<file path="config.mk">
export PLATFORM = sky130hd
export DESIGN_NAME = ptq_useq
export DESIGN_NICKNAME = d
export VERILOG_FILES = /design/src/hw/rtl/ptq_pkg.sv /design/src/hw/rtl/ptq_useq.sv
export SDC_FILE = /design/constraint.sdc
export NUM_CORES = 1
export LEC_CHECK = 0
export BUFFER_PORTS_ARGS = -buffer_cell sky130_fd_sc_hd__buf_2
export CORE_AREA = 2 2 44 46
export DETAILED_ROUTE_END_ITERATION = 12
export DIE_AREA = 0 0 46 48
export HOLD_SLACK_MARGIN = 0.1
export PLACE_DENSITY = 0.76
export SYNTH_ARGS = -nofsm -noshare
export SYNTH_HDL_FRONTEND = slang
export SYNTH_SLANG_ARGS = --single-unit
</file>
<file path="constraint.sdc">
create_clock -name clk -period 2.5 [get_ports clk]
set_input_delay 0.25 -clock clk [delete_from_list [all_inputs] [get_ports clk]]
set_output_delay 0.25 -clock clk [all_outputs]
set_load 0.03 [all_outputs]
</file>
<file path="src/hw/rtl/ptq_pkg.sv">
// ----------------------------------------------------------------------------
// ptq_pkg: shared types, codes and microprogram
// Word layouts, status codes, entry layout and the control store of the
// price/time threshold query sequencer.
// ----------------------------------------------------------------------------
`default_nettype none

package ptq_pkg;

    localparam logic [1:0] OP_CLEAR      = 2'd0;
    localparam logic [1:0] OP_APPEND     = 2'd1;
    localparam logic [1:0] OP_FIRST_TIME = 2'd2;
    localparam logic [1:0] OP_MAX_PRICE  = 2'd3;

    localparam logic [1:0] ST_OK        = 2'd0;
    localparam logic [1:0] ST_NOT_FOUND = 2'd1;
    localparam logic [1:0] ST_FULL      = 2'd2;

    typedef struct packed {
        logic [1:0]  opcode;
        logic [31:0] entry_time;
        logic [31:0] entry_price;
        logic [31:0] query_key;
    } req_word_t;

    typedef struct packed {
        logic [1:0]  status;
        logic [31:0] answer;
    } rsp_word_t;

    // one table row; pmax and tmax are running maxima up to this row
    typedef struct packed {
        logic [31:0] etime;
        logic [31:0] price;
        logic [31:0] pmax;
        logic [31:0] tmax;
    } entry_t;

    typedef enum logic [3:0] {
        UOP_WAIT,
        UOP_CLEAR,
        UOP_APPEND,
        UOP_SINIT,
        UOP_SREAD,
        UOP_SCMP,
        UOP_SEND,
        UOP_NOP,
        UOP_TAKE_TIME,
        UOP_SCAN_INIT,
        UOP_SCAN_READ,
        UOP_SCAN_ACC,
        UOP_TAKE_BEST,
        UOP_EMIT
    } uop_t;

    typedef enum logic [2:0] {
        C_NEXT,
        C_ALWAYS,
        C_DISPATCH,
        C_SEARCH_DONE,
        C_MISS,
        C_OP_MAX,
        C_SCAN_DONE,
        C_OUT_BUSY
    } cond_t;

    typedef logic [3:0] step_t;

    localparam step_t S_CLEAR     = 4'd0;
    localparam step_t S_APPEND    = 4'd1;
    localparam step_t S_SINIT     = 4'd2;
    localparam step_t S_STEST     = 4'd3;
    localparam step_t S_SCMP      = 4'd4;
    localparam step_t S_SEND      = 4'd5;
    localparam step_t S_BRANCH    = 4'd6;
    localparam step_t S_TIME      = 4'd7;
    localparam step_t S_SCAN_INIT = 4'd8;
    localparam step_t S_SCAN_TEST = 4'd9;
    localparam step_t S_SCAN_ACC  = 4'd10;
    localparam step_t S_SCAN_END  = 4'd11;
    localparam step_t S_EMIT      = 4'd12;
    localparam step_t S_IDLE      = 4'd13;

    typedef struct packed {
        uop_t  uop;
        cond_t cond;
        step_t target;
    } ctrl_word_t;

    typedef struct packed {
        logic search_done;
        logic miss;
        logic op_max;
        logic scan_done;
        logic out_busy;
    } flags_t;

    function automatic ctrl_word_t ucode_rom(input step_t step);
        ctrl_word_t cw;
        case (step)
            S_CLEAR:     cw = ctrl_word_t'{UOP_CLEAR,     C_ALWAYS,      S_EMIT};
            S_APPEND:    cw = ctrl_word_t'{UOP_APPEND,    C_ALWAYS,      S_EMIT};
            S_SINIT:     cw = ctrl_word_t'{UOP_SINIT,     C_NEXT,        S_STEST};
            S_STEST:     cw = ctrl_word_t'{UOP_SREAD,     C_SEARCH_DONE, S_SEND};
            S_SCMP:      cw = ctrl_word_t'{UOP_SCMP,      C_ALWAYS,      S_STEST};
            S_SEND:      cw = ctrl_word_t'{UOP_SEND,      C_MISS,        S_EMIT};
            S_BRANCH:    cw = ctrl_word_t'{UOP_NOP,       C_OP_MAX,      S_SCAN_INIT};
            S_TIME:      cw = ctrl_word_t'{UOP_TAKE_TIME, C_ALWAYS,      S_EMIT};
            S_SCAN_INIT: cw = ctrl_word_t'{UOP_SCAN_INIT, C_NEXT,        S_SCAN_TEST};
            S_SCAN_TEST: cw = ctrl_word_t'{UOP_SCAN_READ, C_SCAN_DONE,   S_SCAN_END};
            S_SCAN_ACC:  cw = ctrl_word_t'{UOP_SCAN_ACC,  C_ALWAYS,      S_SCAN_TEST};
            S_SCAN_END:  cw = ctrl_word_t'{UOP_TAKE_BEST, C_ALWAYS,      S_EMIT};
            S_EMIT:      cw = ctrl_word_t'{UOP_EMIT,      C_OUT_BUSY,    S_EMIT};
            S_IDLE:      cw = ctrl_word_t'{UOP_WAIT,      C_DISPATCH,    S_IDLE};
            default:     cw = ctrl_word_t'{UOP_WAIT,      C_ALWAYS,      S_IDLE};
        endcase
        return cw;
    endfunction

    function automatic step_t dispatch_rom(input logic [1:0] opcode);
        step_t s;
        case (opcode)
            OP_CLEAR:  s = S_CLEAR;
            OP_APPEND: s = S_APPEND;
            default:   s = S_SINIT;
        endcase
        return s;
    endfunction

endpackage

`default_nettype wire

</file>
<file path="src/hw/rtl/ptq_useq.sv">
// ----------------------------------------------------------------------------
// ptq_useq: microprogram sequencer
// Step counter, control store lookup, opcode dispatch and conditional jumps.
// ----------------------------------------------------------------------------
`default_nettype none

module ptq_useq (
    input  wire logic                clk,
    input  wire logic                rst_n,
    input  wire logic                req_valid,
    input  wire logic [1:0]          opcode,
    input  wire ptq_pkg::flags_t     flags,
    output ptq_pkg::ctrl_word_t      cw,
    output logic                     req_stall,
    output logic                     req_accept
);

    ptq_pkg::step_t pc_reg;
    ptq_pkg::step_t pc_next;
    ptq_pkg::step_t pc_inc;
    logic           take;

    assign cw         = ptq_pkg::ucode_rom(pc_reg);
    assign req_stall  = (cw.uop != ptq_pkg::UOP_WAIT);
    assign req_accept = req_valid && !req_stall;
    assign pc_inc     = pc_reg + 4'd1;

    always_comb
    begin
        case (cw.cond)
            ptq_pkg::C_NEXT:        take = 1'b0;
            ptq_pkg::C_ALWAYS:      take = 1'b1;
            ptq_pkg::C_SEARCH_DONE: take = flags.search_done;
            ptq_pkg::C_MISS:        take = flags.miss;
            ptq_pkg::C_OP_MAX:      take = flags.op_max;
            ptq_pkg::C_SCAN_DONE:   take = flags.scan_done;
            ptq_pkg::C_OUT_BUSY:    take = flags.out_busy;
            default:                take = 1'b0;
        endcase

        if (cw.cond == ptq_pkg::C_DISPATCH)
        begin
            pc_next = req_accept ? ptq_pkg::dispatch_rom(opcode) : pc_reg;
        end
        else if (take)
        begin
            pc_next = cw.target;
        end
        else
        begin
            pc_next = pc_inc;
        end
    end

    always_ff @(posedge clk or negedge rst_n)
    begin
        if (!rst_n)
        begin
            pc_reg <= ptq_pkg::S_IDLE;
        end
        else
        begin
            pc_reg <= pc_next;
        end
    end

endmodule

`default_nettype wire

</file>
; ---- Word level (Yosys, flattened, before mapping)
; Memory sizes are Yosys's and may differ from the RTL's.
; Cells that the tools add are included.
[op_classes]
add_sub_neg = 1
n_eq_ne = 9
n_reduce_logical = 4
muxes = 5
[op_table]
columns = op, count
row1 = "3-bit == test, second input constant", 4
row2 = 4-bit 2-to-1 mux, 3
row3 = "3-bit by 2-bit == test with 1-bit output, second input constant", 2
row4 = 1-bit one-hot mux with 6 select lines, 1
row5 = "4-bit by 1-bit adder with 4-bit output, second input constant", 1
row6 = 2-bit one-hot mux with 2 select lines, 1
row7 = 4-bit nonzero test, 1
row8 = "3-bit by 1-bit == test with 1-bit output, second input constant", 1
row9 = "2-bit by 1-bit == test with 1-bit output, second input constant", 1
row10 = 2-bit logical NOT, 1
row11 = "2-bit inequality test, second input constant", 1
row12 = 1-bit logical AND, 1
row13 = 1-bit logical NOT, 1
[totals]
mem_count = 1
word_cells = 21
ff_bits = 4
output_inout_bits = 13
romBits = 176
inputBits = 10
[mem_list]
columns = memory, depth, word_bits, rd, rd_clocked_by_memory_dff, write_ports, line_no
row1 = (name not given), 16, 11, 1, 0, 0, ptq_pkg.sv:100  ; case (step)

; ---- Depth between registers and ports, before layout
; Gate-level depths: netlist of run 1.
; An unclocked memory read counts as a cell.
[depth]
depth_word = 6
ltp_mapped = 9
ltp_nobuf = 8

; ---- Least setup slack after synthesis of run 1
; Ideal clock, no wire load.
[synth_path]
path_kind = flip-flop to flip-flop
startpoint = reg pc_reg[0]
endpoint = reg pc_reg[3]
period_less_slack_ps = 2396
setup_slack_ps = 104
t_required_ps = 2417
n_path_buf = 0
setup_time_ps = 83
arrival_ps = 2312
stages_incl_launch_ff = 9
cell_sequence = dfstp_2 inv_1 ha_1 mux2i_1 o21ai_4 mux2i_1 nor3_2 or2_1 a221o_1
[synth_lines]
columns = element, line_no
row1 = start: declaration, ptq_useq.sv:18  ; ptq_pkg::step_t pc_reg;
row2 = start signal: assignment, ptq_useq.sv:59  ; pc_reg <= ptq_pkg::S_IDLE;
row3 = start signal: assignment, ptq_useq.sv:63  ; pc_reg <= pc_next;

; ---- Worst setup path in the final report of run 1
[layout_path]
startpoint = reg pc_reg[0]
endpoint = reg pc_reg[2]
[layout_via]
elab_chain_len = 5
elab_cells_between_ends = 16
classes_between = add/sub: 1 / eq/ne: 8 / mux: 3 / reduce/logical: 3 / memory: 1
[layout_lines]
columns = element, line_no
row1 = memory read 16 x 11 bit, -
row2 = 3-bit == test (tied with other cells), ptq_useq.sv:30  ; case (cw.cond)
row3 = 1-bit one-hot mux with 6 select lines / 1-bit logical NOT (equally long branches), "ptq_useq.sv:30, ptq_useq.sv:25"
row4 = 4-bit 2-to-1 mux / 1-bit logical AND (equally long branches), "ptq_useq.sv:45, ptq_useq.sv:25"
row5 = 4-bit 2-to-1 mux / 2-bit inequality test (equally long branches), -
; Several ways; a longest one is shown, not always the timed one.
; A chain may end at the register's enable or synchronous reset.

==> results of run 1 <==
-- layout make-up --
class	count	area [um2]
Timing Repair Buffer	32	190
Multi-Input combinational cell	75	678
Inverter	12	45.0
Fill cell	144	624
Clock buffer	4	26.3
Tap cell	17	21.3
Sequential cell	4	104
-- worst max path at each step --
| stage | depth (start not counted) | end | slack [ns] |
|---|---|---|---|
| final | 8 | pc_reg[2] | 0.09 |
| after global placement | 8 | pc_reg[3] | 0.05 |
| after global routing | 8 | pc_reg[2] | -0.01 |
| after CTS | 7 | req_accept | 0.06 |
| after detailed placement | 8 | pc_reg[3] | -0.006 |
| after floorplan | 8 | pc_reg[3] | 0.10 |
-- stage by stage --
stage          hold WS [ns]  worst slack [ns]  instance area (um2)  instances  utilization [%]
2_1_floorplan       -0.0456             0.104                  852         95                -
3_3_place_gp         0.0564            0.0466                  996        137             59.0
3_5_place_dp         0.0568          -0.00584                  996        137             59.0
4_1_cts               0.327            0.0594                 1050        143             62.3
5_1_grt               0.354           -0.0150                 1060        144             63.0
6_report              0.329            0.0876                 1060        144             63.0
-- per-layer routing --
| layer | global-route usage [%] | share of wire, % | wire length [um] |
|---|---|---|---|
| met2 | 35.6 | 50 | 1050 |
| met3 | 3.02 | 4.5 | 94 |
| met5 | 0 | 0 | 0 |
| met1 | 25.7 | 44 | 917 |
| met4 | 10.3 | 1.9 | 40 |
-- cells by family (layout without fill, tap and decap cells) --
kind of cell    after synthesis  after routing  share of synthesized area, %
buf+inv                      16             48                          9.98
flops                         4              4                          12.2
simple gates                 32             32                          23.6
xor+xnor                      1              1                          1.03
compound gates               23             23                          26.0
mux                           7              7                          9.69
fa+ha+maj                    12             12                          17.5
-- cells in the mapped netlist (2+ instances only) --
cell type | number | area share, %
ha_1 | 11 | 16
inv_1 | 9 | 4.0
mux2i_1 | 6 | 7.0
nand2_1 | 6 | 2.6
nor2_1 | 6 | 2.6
dfstp_2 | 3 | 9.3
inv_2 | 3 | 1.3
nand2b_1 | 3 | 2.2
a211oi_1 | 2 | 1.8
a21oi_1 | 2 | 1.2
and2_2 | 2 | 1.8
buf_6 | 2 | 2.6
nand3_1 | 2 | 1.2
nor4_1 | 2 | 1.5
o21ai_0 | 2 | 1.2
o21ai_2 | 2 | 2.1
or2_1 | 2 | 1.5
-- critical path, cell delays in order, from the launching register on --
cell      delay, ns
dfstp_2        0.56
inv_2          0.09
ha_4           0.30
mux2i_1        0.10
o21ai_4        0.22
mux2i_1        0.24
nor3_2         0.10
or2_1          0.29
o311ai_1       0.38
-- timing repair --
item | CTS | global route
hold endpoints to repair | 4 | 0
setup endpoints to repair | 4 | 2
pin swaps | 0 | 1
hold buffers | 1 | 0
resized for setup | 2 | 2
buffers inserted | 1 | 1
==> reports/qor.yml, run 1 <==
outcome:
  status: "finished clean"
die:
  core_mm2: 0.00169
  io-pin-count: 23
  rows: 15
  die_w_um: 46
  die_h_um: 48
  start_util_pct: 50.4
  die_area_mm2: 0.00221
logic_synthesis:
  syn_nets: 116
  synth-edff-count: 0
  syn-cell-area_um2: 852
  synth_area_per_cell_um2: 8.97
  ys_ff_latch: 4
  ys.flop_type: "dfstp_2"
  ys_types: 47
  yosysSeqAreaShare_pct: 12.2
  postSynthCellCount: 95
  async_flop_share_pct: 100
  ys_warn_count: 0
worst_setup_path:
  crit_required_ns: 2.62
  r2r_start: "pc_reg[0]"
  end_kind: "flip-flop"
  start_kind: "flip-flop"
  path_max_fanout: 7
  path_class: "flip-flop to flip-flop"
  r2r-end: "pc_reg[2]"
  cp.arrival_ns: 2.53
  reg2reg_setup_slack_ns: 0.09
  r2r_cells: 8
  crit_start: "pc_reg[0]"
routing:
  drc: 0
  ant_nets: 0
  vias: 816
  vias_per_cell: 5.67
  routedWlPerCell_um: 14.6
  dr.first_iter.drc_count: 23
  drtPass1Iterations: 4
  wl_mm: 2.11
timing:
  period_share_pct: 96.5
  finalHoldViolations: 0
  fin_skew_ns: 0.00336
  finalCriticalPeriod_ns: 2.41
  final-setup-viol-count: 0
  slew_headroom_pct: 68.1
  slew_violations: 0
  finalSetupTns_ns: 0
  clock.fmax_ghz: 0.415
  worst_pin_slew_ns: 0.467
placed_design:
  io_buffers: 22
  dpl.hpwl_mm: 1.55
  gp_congestion: 0.905
clocking:
  htree_levels: 1
  clockRootBuffer: "clkbuf_4"
  cts.sinks: 4
  insertion_delay_ns: 0.25
  path_clk_slew_ns: 0.05
  numCtsBuffers: 3
  cts_tree: "done"
  clk_path_buf_depth: 2
cells_and_area:
  mostFrequentLayoutCells: "buf_2, ha_1, buf_4"
  antenna_cells: 0
  final_common_cell: "buf_2"
  area_delta_synth_final_pct: 25.0
  largest_register_ffs: 4
  layout-drive-gt1-share_pct: 48.8
  final_net_count: 149
grt:
  overflow: 0
  grt_first_pass_wirelength_mm: 3.30
  first_global_vias: 746
  grt_max_degree: 17
  grt_usage_pct: 20.9
  antenna_found_initial: 0
hold_path:
  hold_class: "input pin to asynchronous set/reset pin"
run:
  drv_cap: 0
Power of run 1 is left out: the tool's default activity adds up to more than one toggle a clock period on the data nets, which glitch-free logic cannot reach.
==> run 2, diff against run 1 <==
--- a/config.mk
+++ b/config.mk
@@ -6,9 +6,9 @@
 export NUM_CORES = 1
 export LEC_CHECK = 0
 export BUFFER_PORTS_ARGS = -buffer_cell sky130_fd_sc_hd__buf_2
-export CORE_AREA = 2 2 44 46
+export CORE_AREA = 3 3 45 47
 export DETAILED_ROUTE_END_ITERATION = 12
-export DIE_AREA = 0 0 46 48
+export DIE_AREA = 0 0 48 50
 export HOLD_SLACK_MARGIN = 0.1
 export PLACE_DENSITY = 0.76
 export SYNTH_ARGS = -nofsm -noshare
==> run 2 against run 1 <==
Effect of this change: cell area rose by 0.94%; first-iteration DRC count rose by 43%; sequential share of layout area fell by 0.091 points; routed wire length fell by 1.3%; core utilization rose by 0.59 points; worst setup slack improved by 0.024 ns; via count rose by 1.8%; count of clock-buffer cells in the layout did not move; non-clock buffer count did not move; sequential cell count did not move; critical endpoint is now req_accept.
==> reports/qor.yml, run 2 (synthesis gave the netlist of run 1 again) <==
outcome:
  status: "finished clean"
placed_design:
  io_buffers: 22
  dpl.hpwl_mm: 1.59
  gp_congestion: 0.834
worst_setup_path:
  reg2reg_setup_slack_ns: 0.15
  path_max_fanout: 6
  end_kind: "output pin"
  worstPathCellList: "inv_2 -> ha_4 -> or4_1 -> o21ai_2 -> nand3_4 -> inv_2 -> buf_4"
  cp_slowest_cell: "dfstp_2"
  r2r-end: "pc_reg[1]"
  critPathBufInv: 3
  crit_start: "pc_reg[0]"
  r2r_start: "pc_reg[0]"
  cp.arrival_ns: 2.14
  cpLargestDelayFamily: "simple AND/OR/NAND/NOR gates"
  cp_slowest_stage_delay_ns: 0.60
  path_class: "flip-flop to output pin"
  crit_required_ns: 2.25
  crit_top_cell: "inv_2"
  r2r_cells: 8
  start_kind: "flip-flop"
die:
  start_util_pct: 50.4
  core_mm2: 0.00169
  die_w_um: 48
  rows: 15
  io-pin-count: 23
  die_h_um: 50
  die_area_mm2: 0.00240
cells_and_area:
  final_common_cell: "buf_2"
  mostFrequentLayoutCells: "buf_2, buf_4, ha_1"
  area_delta_synth_final_pct: 26.1
  fillCellCount: 151
  largest_register_ffs: 4
  final_net_count: 149
  antenna_cells: 0
  utilization_pct: 63.6
  layout-drive-gt1-share_pct: 48.8
grt:
  overflow: 0
  grt_max_degree: 16
  antenna_found_initial: 0
  grt_usage_pct: 18.8
  first_global_vias: 767
  grt_first_pass_wirelength_mm: 3.33
routing:
  ant_nets: 0
  vias_per_cell: 5.77
  drtPass1Iterations: 5
  routedWlPerCell_um: 14.4
  vias: 831
  drc: 0
  dr.first_iter.drc_count: 33
  wl_mm: 2.08
timing:
  finalHoldViolations: 0
  slew_violations: 0
  finalCriticalPeriod_ns: 2.39
  finalSetupTns_ns: 0
  slew_headroom_pct: 75.2
  clock.fmax_ghz: 0.419
  worst_pin_slew_ns: 0.363
  period_share_pct: 95.5
  fin_skew_ns: 0.00555
  final-setup-viol-count: 0
  rsz0062_at_grt: "no"
clocking:
  numCtsBuffers: 3
  path_clk_slew_ns: 0.04
  cts_tree: "done"
  clk_path_buf_depth: 2
  insertion_delay_ns: 0.25
  htree_levels: 1
  cts.sinks: 4
  clockRootBuffer: "clkbuf_4"
hold_path:
  hold_class: "input pin to asynchronous set/reset pin"
run:
  drv_cap: 0
## run 2: stage by stage
stage / area (um2) / cells / hold slack (ns) / worst slack [ns]
2_1_floorplan: 852 / 95 / -0.0456 / 0.104
3_3_place_gp: 996 / 137 / 0.0632 / 0.180
3_5_place_dp: 996 / 137 / 0.0647 / 0.118
4_1_cts: 1050 / 142 / 0.355 / 0.00890
5_1_grt: 1070 / 144 / 0.365 / 0.00818
6_report: 1070 / 144 / 0.370 / 0.112
## run 2: worst max path at each step
stage / endpoint / slack (ns) / cells after the start
after floorplan: pc_reg[3] / 0.10 / 8
after global placement: pc_reg[1] / 0.18 / 7
after detailed placement: pc_reg[3] / 0.12 / 8
after CTS: req_accept / 0.009 / 8
after global routing: pc_reg[1] / 0.008 / 8
final: req_accept / 0.11 / 7
## run 2: repair_timing
action | in CTS | in global routing
cloned | 0 | 0
hold buffers | 1 | 0
setup buffers | 0 | 2
gates resized for setup | 2 | 3
pin swaps | 0 | 1
setup endpoints to repair | 1 | 3
hold endpoints to repair | 4 | 0
## run 2: metal layers
layer	global-route usage (%)	vias to the layer above	part of all wire [%]
met5	0	-	0
met4	6.73	0	3.0
met3	3.65	12	5.2
met2	29.7	40	48
met1	24.5	377	43
li1	-	402	-
## run 2: cell type report
| type | count | area [um2] | share of cell area (%) |
|---|---|---|---|
| sequential | 4 | 104 | 9.66 |
| tap | 17 | 21.3 | 1.98 |
| inverter | 12 | 45.0 | 4.19 |
| clock buffer | 4 | 26.3 | 2.44 |
| timing repair buffer | 32 | 190 | 17.7 |
| multi-input combinational | 75 | 688 | 64.0 |
Power of run 2 is left out for the same reason.
